<file path="config.mk">
export PLATFORM = sky130hd
export DESIGN_NAME = eald_sqrt_cell
export DESIGN_NICKNAME = d
export VERILOG_FILES = /design/src/rtl/core/eald_pkg.sv /design/src/rtl/core/eald_sqrt_cell.sv
export SDC_FILE = /design/constraint.sdc
export NUM_CORES = 1
export LEC_CHECK = 0
export BUFFER_PORTS_ARGS = -buffer_cell sky130_fd_sc_hd__buf_2
export CAP_MARGIN = 15
export CORE_AREA = 2 2 241 243
export DETAILED_ROUTE_END_ITERATION = 8
export DIE_AREA = 0 0 243 245
export HOLD_SLACK_MARGIN = 0.02
export PLACE_DENSITY_LB_ADDON = 0.12
export REMOVE_ABC_BUFFERS = 1
export SLEW_MARGIN = 10
export SYNTH_ARGS = -nofsm -noshare
export SYNTH_HDL_FRONTEND = slang
export SYNTH_SLANG_ARGS = --single-unit
</file>
<file path="constraint.sdc">
create_clock -name i_clk -period 4.4 [get_ports i_clk]
set_input_delay 1.1 -clock i_clk [delete_from_list [all_inputs] [get_ports i_clk]]
set_output_delay 1.1 -clock i_clk [all_outputs]
set_load 0.1 [all_outputs]
</file>
<file path="src/rtl/core/eald_pkg.sv">
// Shared types, widths and constants for the edge angle and length descriptor.
// Used by every module of the core and by its checker; depends on nothing.
package eald_pkg;

    localparam int COORD_W   = 32;
    localparam int DIFF_W    = COORD_W + 1;   // exact difference of two coordinates
    localparam int SQ_W      = 2 * DIFF_W;    // square of a difference magnitude
    localparam int REM_W     = 68;            // sum of three squares
    localparam int ROOT_W    = 36;            // floor square root of a REM_W value
    localparam int XY_W      = 36;            // vectoring datapath, signed
    localparam int Z_W       = 34;            // angle accumulator, signed Q2.30
    localparam int ANG_W     = 18;            // angle result, Q2.16
    localparam int DIST_W    = 34;            // length result, Q18.16
    localparam int LANES     = 3;
    localparam int ROUND_SH  = 14;            // Q2.30 to Q2.16
    localparam int ATAN_ENTRIES = 32;

    localparam int ANGLE_ITERATIONS = 18;

    localparam logic [ANG_W-1:0] PI_Q16      = 18'd205887;
    localparam logic [ANG_W-1:0] HALF_PI_Q16 = 18'd102944;
    localparam logic [ANG_W-1:0] ZERO_Q16    = 18'd0;
    localparam logic [Z_W-1:0]   HALF_PI_Q30 = 34'd1686629713;
    localparam logic [Z_W-1:0]   ROUND_HALF  = 34'd8192;

    // arctan(2^-i) in Q2.30
    localparam logic [Z_W-1:0] ATAN_TABLE [ATAN_ENTRIES] = '{
        34'd843314857, 34'd497837829, 34'd263043837, 34'd133525159,
        34'd67021687,  34'd33543516,  34'd16775851,  34'd8388437,
        34'd4194283,   34'd2097149,   34'd1048576,   34'd524288,
        34'd262144,    34'd131072,    34'd65536,     34'd32768,
        34'd16384,     34'd8192,      34'd4096,      34'd2048,
        34'd1024,      34'd512,       34'd256,       34'd128,
        34'd64,        34'd32,        34'd16,        34'd8,
        34'd4,         34'd2,         34'd1,         34'd0
    };

    typedef struct packed {
        logic signed [COORD_W-1:0] first_x;
        logic signed [COORD_W-1:0] first_y;
        logic signed [COORD_W-1:0] first_z;
        logic signed [COORD_W-1:0] second_x;
        logic signed [COORD_W-1:0] second_y;
        logic signed [COORD_W-1:0] second_z;
    } t_in;

    typedef struct packed {
        logic [ANG_W-1:0]  azimuth_from_x;
        logic [ANG_W-1:0]  azimuth_from_y;
        logic [ANG_W-1:0]  polar_from_z;
        logic [DIST_W-1:0] distance;
    } t_out;

    typedef struct packed {
        logic signed [DIFF_W-1:0] dx;
        logic signed [DIFF_W-1:0] dy;
        logic signed [DIFF_W-1:0] dz;
    } t_diff;

    typedef struct packed {
        logic [REM_W-1:0]  rem_p;
        logic [ROOT_W-1:0] root_p;
        logic [REM_W-1:0]  rem_d;
        logic [ROOT_W-1:0] root_d;
        t_diff             diff;
    } t_sqrt_st;

    typedef struct packed {
        logic signed [XY_W-1:0] x;
        logic signed [XY_W-1:0] y;
        logic signed [Z_W-1:0]  z;
        logic                   special;
        logic [ANG_W-1:0]       spec_val;
    } t_lane;

    typedef struct packed {
        t_lane [LANES-1:0] lane;
        logic [DIST_W-1:0] length_val;
    } t_cordic_st;

    // Set up one atan2(y, x) lane, y >= 0: catch the axis cases, fold x < 0.
    function automatic t_lane lane_init(input logic signed [XY_W-1:0] x,
                                        input logic signed [XY_W-1:0] y);
        t_lane l;
        l.x        = x;
        l.y        = y;
        l.z        = '0;
        l.special  = 1'b0;
        l.spec_val = ZERO_Q16;
        if (y == '0) begin
            l.special = 1'b1;
            if (x[XY_W-1]) begin
                l.spec_val = PI_Q16;
            end else if (x != '0) begin
                l.spec_val = ZERO_Q16;
            end else begin
                l.spec_val = HALF_PI_Q16;
            end
        end else if (x == '0) begin
            l.special  = 1'b1;
            l.spec_val = HALF_PI_Q16;
        end else if (x[XY_W-1]) begin
            l.x = y;
            l.y = -x;
            l.z = HALF_PI_Q30;
        end
        return l;
    endfunction

    // Round the accumulator to Q2.16 and clamp to 0..pi; an axis-case lane gives its preset value.
    function automatic logic [ANG_W-1:0] lane_angle(input t_lane l);
        logic [Z_W-1:0]          sum;
        logic [Z_W-ROUND_SH-1:0] q;
        logic [ANG_W-1:0]        res;
        sum = l.z + ROUND_HALF;
        q   = sum[Z_W-1:ROUND_SH];
        if (l.special) begin
            res = l.spec_val;
        end else if (l.z[Z_W-1]) begin
            res = ZERO_Q16;
        end else if (q > (Z_W-ROUND_SH)'(PI_Q16)) begin
            res = PI_Q16;
        end else begin
            res = q[ANG_W-1:0];
        end
        return res;
    endfunction

endpackage

</file>
<file path="src/rtl/core/eald_sqrt_cell.sv">
// One digit cell of the two restoring square root chains (planar and full length).
// Depends on eald_pkg.
module eald_sqrt_cell #(
    parameter int BIT = 0
) (
    input  logic                 i_clk,
    input  logic                 i_en,
    input  eald_pkg::t_sqrt_st   i_st,
    output eald_pkg::t_sqrt_st   o_st
);
    localparam int TW = 2 * eald_pkg::ROOT_W;

    logic [TW-1:0]        trial_p;
    logic [TW-1:0]        trial_d;
    eald_pkg::t_sqrt_st   n_st;
    eald_pkg::t_sqrt_st   r_st;

    // (root + 2^b)^2 - root^2 = root * 2^(b+1) + 2^(2b)
    always_comb begin
        trial_p = (TW'(i_st.root_p) << (BIT + 1)) | (TW'(1) << (2 * BIT));
        trial_d = (TW'(i_st.root_d) << (BIT + 1)) | (TW'(1) << (2 * BIT));
        n_st    = i_st;
        if (TW'(i_st.rem_p) >= trial_p) begin
            n_st.rem_p  = i_st.rem_p - trial_p[eald_pkg::REM_W-1:0];
            n_st.root_p = i_st.root_p | (eald_pkg::ROOT_W'(1) << BIT);
        end
        if (TW'(i_st.rem_d) >= trial_d) begin
            n_st.rem_d  = i_st.rem_d - trial_d[eald_pkg::REM_W-1:0];
            n_st.root_d = i_st.root_d | (eald_pkg::ROOT_W'(1) << BIT);
        end
    end

    always_ff @(posedge i_clk) begin
        if (i_en) begin
            r_st <= n_st;
        end
    end

    assign o_st = r_st;

endmodule

</file>
# == After elaboration in Yosys (flattened, before gate mapping) ==
# Index checks and enable logic that the tools add are counted.
# op_classes
addsub,2
magnitude_cmp,2
mux,2
# ops
operator,n
$mux W104,2
$ge A68 B37 Y1,2
$sub A68 B37 Y68,2
# word_totals
regBits,307
inputBits,309
out_inout_bits,307
word_cells,15

# == Depth between registers and ports, before layout ==
# Gate-level depths: netlist (run 1).
# depth
word_depth,2
ltp_mapped,13
depth_no_buf,11

# == Worst setup path before layout (run 1) ==
# Ideal clock, no wire load.
# synth_path
kind,input-to-reg
start,input i_st[112] (netlist name)
end,"register r_st, in the netlist o_st[177] (data pin)"
setup_ns,0.271
t_arrival_ns,3.638
t_required_ns,4.129
path_slack_ns,0.490
cell_stages,13
path_buffers,2
cell_sequence,inv_1 -> ha_1 -> buf_2 -> nand2_1 -> o21ai_0 -> a211oi_1 -> o31ai_1 -> a211o_1 -> a31oi_2 -> a311o_2 -> buf_2 -> nor4_1 -> xor2_1
# synth_rtl
element,line_no,rtl
"start, declared",eald_sqrt_cell.sv:8,"input eald_pkg::t_sqrt_st i_st,"
"end signal, assigned",eald_sqrt_cell.sv:35,r_st <= n_st;
"end, declared",eald_sqrt_cell.sv:16,eald_pkg::t_sqrt_st r_st;

==> out/qor.yml, run 1 <==
fillCellCount: 5766
syn-instance-count: 1395
detail_route.iter0.violations: 886
critPathCaptureType: "register"
path_cells: "buf_2, fa_1, nand2b_1, a2111oi_0, nor2_1, a21oi_1, o21ai_1, o31ai_4, buf_4, nand4_1, nor4_1, xor2_1"
hold_path_class: "in2reg"
syn-cell-area_sq_mm: 0.0160
vias_per_cell: 4.79
timing_worst_slew_pin_value_ns: 0.620
boundaryPins: 616
setup_tns_ns: 0
layout.cell_area.non_filler_sq_mm: 0.0217
rows: 88
multi_input_comb_area_sq_mm: 0.00622
route.detailed.wl_per_inst_um: 21.1
global_route_wire_length_before_repair_um: 87700
portbufs: 615
critical_path_arrival_ns: 4.22
post-route-min-period_ns: 3.93
finalHoldViolations: 0
clock_tree.buffer_depth: 3
drc: 0
ys_seq_area_frac: 0.577
post_route_wl_um: 60700
rsz0062_at_grt: "false"
maxClockFrequency_ghz: 0.254
clockRootBuffer: "clkbuf_16"
post_synth_main_area_contributors: "edfxtp_1, ha_1, a21oi_1, xor2_1, xnor2_1"
static_leakage_nw: 9.32
grt_use_total: 0.195
grt_antenna_before_repair: 12
critical_path.startpoint_type: "primary input"
synth_async_sr_flop_share: 0
areaGrowthSynthToFinish_pct: 35.7
cts_sinks: 307
first_global_vias: 14000
cts.repair.resized: 0
num_vias: 13800
dominantRegCellSynth: "edfxtp_1"
drive_gt1_frac: 0.367
crit_fanout: 7
result_of_the_run: "finished, final reports clean"
num-nets-final: 2467
grt_remaining_overflow: 0
drt_pre_antenna_iters: 5
irDropWorstVdd_mv: 0.284
core_area_sq_mm: 0.0570
critical_path_required_ns: 4.69
utilization: 0.380
grt_max_degree: 75
die-area_sq_mm: 0.0595
synth_enable_flop_cells: 307
synth.top_cell.area_share: 0.577
post_cts_hold_buffer_count: 0
final.period_utilization: 0.893
fp.dieH_um: 245
cts_setup_buffers: 0
cts-htree-levels: 2
timing.max_slew.rel_slack: 0.576
layout.cells.most_common_list: "buf_2, edfxtp_1, a21oi_1"
antenna_violating_nets_post_route: 0
slowest_cell_on_the_critical_path: "a2111oi_0"
post_synth.cell_area_avg_sq_um: 11.5
inserted_clock_buffers: 39
max_cap_viol_count: 0
die_x_um: 243
power_density_mw_per_mm2: 480
clkTransAtPathRegs_ns: 0.06
routabilityCongestion: 0.911
largest_reg_flops: 307
post_synth_num_cell_types: 69
ys_warn_count: 0
placement.cell_area_sq_mm: 0.0205
final-seq-area_sq_mm: 0.00922
drv_slew: 0
post-synth-top-area-cell: "edfxtp_1"
crit_path_max_incr_delay_ns: 0.58
place_hpwl_um: 49300
path_class: "in2reg"
start_util: 0.280
layout.cells.most_common: "buf_2"
setup_violations: 0
cts_tree: "built"
ys_ff_latch: 307
-- power by group --
| group | internal (W) | switching, W | leakage [nW] | total, W |
|---|---|---|---|---|
| logic | 0.000698 | 0.00298 | 5.73 | 0.00368 |
| clock network | 0.00176 | 0.00130 | 0.581 | 0.00306 |
| registers | 0.00358 | 0.0000865 | 3.01 | 0.00367 |
-- final timing paths --
| kind | from | to | cells after the start |
|---|---|---|---|
| setup / recovery | i_st[203] | o_st[302] | 12 |
| hold / removal | i_st[21] | o_st[21] | 1 |
-- per-layer routing --
metal	wire, um	GRT usage	vias to the layer above
li1	-	-	6567
met1	24600	0.235	6649
met2	30600	0.346	477
met3	4240	0.0504	75
met4	1170	0.0496	14
met5	80	0	-
-- cell families after synthesis --
kind of cell               Yosys count  share of synthesized area
and+or+nand+nor                    413                      0.127
AOI/OAI and AO/OA                  326                      0.124
DFF                                307                      0.577
xor gates and xnor gates           132                     0.0724
adders and majority gates           76                     0.0605
buffers and inverters              134                     0.0341
muxes                                7                    0.00493
-- Yosys cell counts, types with 12 or more instances --
cell / n
nor3_1: 42
nand4_1: 32
clkbuf_1: 37
nor4_1: 29
a21oi_1: 141
inv_1: 87
o21ai_0: 59
nor2_1: 118
ha_1: 74
a31oi_1: 12
or3_1: 15
nand3_1: 30
xnor2_1: 64
edfxtp_1: 307
nand2_1: 89
a21o_1: 36
xor2_1: 68
-- critical path: cells and delay by family --
kind                       cells  cell delay [ns]
AOI/OAI and AO/OA              4             1.43
and+or+nand+nor                4             0.76
xor gates and xnor gates       1             0.11
adders and majority gates      1             0.47
buffers and inverters          2             0.34
-- through the flow --
| stage | std cells | worst slack, ns | hold WS [ns] | power, W |
|---|---|---|---|---|
| floorplan | 1348 | -2.07 | 1.20 | 0.00651 |
| global placement | 2806 | 0.0154 | 1.28 | 0.00742 |
| detailed placement | 2806 | -0.111 | 1.28 | 0.00742 |
| CTS | 2874 | 0.477 | 0.659 | 0.0105 |
| global route | 2877 | 0.172 | 0.678 | 0.0108 |
| finish | 2879 | 0.470 | 0.711 | 0.0104 |
-- area by class of cell --
type                            instances  share of cell area
Clock buffer                           47              0.0464
Clock inverter                         21             0.00906
Inverter                               87              0.0151
Antenna cell                            5            0.000577
Multi-Input combinational cell        954               0.287
Tap cell                              765              0.0442
Sequential cell                       307               0.425
Timing Repair Buffer                  693               0.172
No activity file was read; power rests on OpenSTA's default activity.
==> run 2: changes to the inputs <==
SKIP_CTS_REPAIR_TIMING = 1   (was default)
clock period = 3.7 ns   (was 4.4 ns; I/O delays follow)
==> out/qor.yml, run 2 (synthesized netlist as in run 1, its figures left out) <==
grt_use_total: 0.201
finalHoldViolations: 0
fp.dieH_um: 245
crit_fanout: 22
rsz0062_at_grt: "false"
timing_worst_slew_pin_value_ns: 0.599
drv_slew: 0
die_x_um: 243
critical_path.startpoint_type: "primary input"
critical_path_required_ns: 4.01
layout.cells.most_common_list: "buf_2, buf_4, edfxtp_1"
drc: 0
route.detailed.wl_per_inst_um: 19.9
die-area_sq_mm: 0.0595
max_cap_viol_count: 0
critPathCaptureType: "register"
multi_input_comb_area_sq_mm: 0.00627
final_cell_count_no_fill: 3117
routabilityCongestion: 0.910
post_route_wl_um: 62100
boundaryPins: 616
fillCellCount: 5762
drive_gt1_frac: 0.434
hold_path_class: "in2reg"
core_area_sq_mm: 0.0570
pre_cts_ws_ns: -0.775
grt_max_degree: 70
setup_tns_ns: 0
clock_tree.buffer_depth: 3
final_critical_path_setup_slack_ns: 0.105
cts-htree-levels: 2
clkTransAtPathRegs_ns: 0.06
clock_power_share: 0.280
grt_antenna_before_repair: 12
result_of_the_run: "finished, final reports clean"
grt_remaining_overflow: 0
place.detailed.instances: 3045
areaGrowthSynthToFinish_pct: 47.0
largest_reg_flops: 307
sequential_cell_fraction_of_total_power: 0.348
setup_violations: 0
power_density_mw_per_mm2: 534
layout.cells.most_common: "buf_2"
first_global_vias: 14800
clockRootBuffer: "clkbuf_16"
cts_tree: "built"
vias_per_cell: 4.67
final-seq-area_sq_mm: 0.00922
irDropWorstVdd_mv: 0.382
num-nets-final: 2706
maxClockFrequency_ghz: 0.278
timing.max_slew.rel_slack: 0.597
p_sw_w: 0.00525
path_class: "in2reg"
combinationalPowerShare: 0.372
antenna_violating_nets_post_route: 0
portbufs: 615
swShare: 0.419
place_hpwl_um: 51200
static_leakage_nw: 10.5
inserted_clock_buffers: 38
detail_route.iter0.violations: 639
holdWs_ns: 0.532
rows: 88
start_util: 0.280
final.period_utilization: 0.972
post-route-min-period_ns: 3.60
num_vias: 14600
critical_path_arrival_ns: 3.90
drt_pre_antenna_iters: 7
cts_sinks: 307
p_int_w: 0.00728
global_route_wire_length_before_repair_um: 90600
run 2: worst max-delay path, stage by stage:
cell and delay [ns]:
buf_2 0.13, or4_1 0.54, or4_1 0.48, or4_4 0.53, a31o_1 0.23, a21oi_2 0.18
o31ai_4 0.09, buf_4 0.17, buf_4 0.15, buf_4 0.16, buf_12 0.15, nor2_1 0.10
a21oi_1 0.05
run 2: routing by layer:
layer / wire length, um / track usage / part of all wire / vias to the layer above
met3: 3600 / 0.0476 / 0.058 / 97
met4: 1310 / 0.0467 / 0.021 / 16
met2: 31100 / 0.354 / 0.50 / 445
met1: 26000 / 0.247 / 0.42 / 6973
met5: 95 / 0 / 0.0015 / -
li1: - / - / - / 7038
run 2: layout make-up:
cell class	instances	area share
clock inverter	21	0.00714
tap	765	0.0408
clock buffer	46	0.0418
inverter	87	0.0139
timing repair buffer	933	0.237
multi-input combinational	954	0.267
antenna	4	0.000426
sequential	307	0.393
run 2: final timing paths:
check | start | end | slack (ns) | depth (start not counted)
worst min-delay path | i_st[19] | o_st[19] | 0.53 | 1
worst max-delay path | i_st[301] | o_st[266] | 0.10 | 13
run 2: power groups by stage:
| stage | logic (W) | registers (W) | clock network [W] |
|---|---|---|---|
| 6_report | 0.00466 | 0.00437 | 0.00351 |
| 5_1_grt | 0.00486 | 0.00440 | 0.00375 |
| 4_1_cts | 0.00467 | 0.00437 | 0.00362 |
| 3_5_place_dp | 0.00466 | 0.00443 | 0 |
| 3_3_place_gp | 0.00466 | 0.00443 | 0 |
| 2_1_floorplan | 0.000800 | 0.00694 | 0 |
run 2: through the flow:
stage                     total power [W]  utilization  area [sq um]
after detailed placement          0.00909        0.390         22300
after global routing               0.0130        0.412         23500
after floorplan                   0.00774            -         15800
final                              0.0125        0.412         23500
after CTS                          0.0127        0.410         23400
after global placement            0.00909        0.390         22300
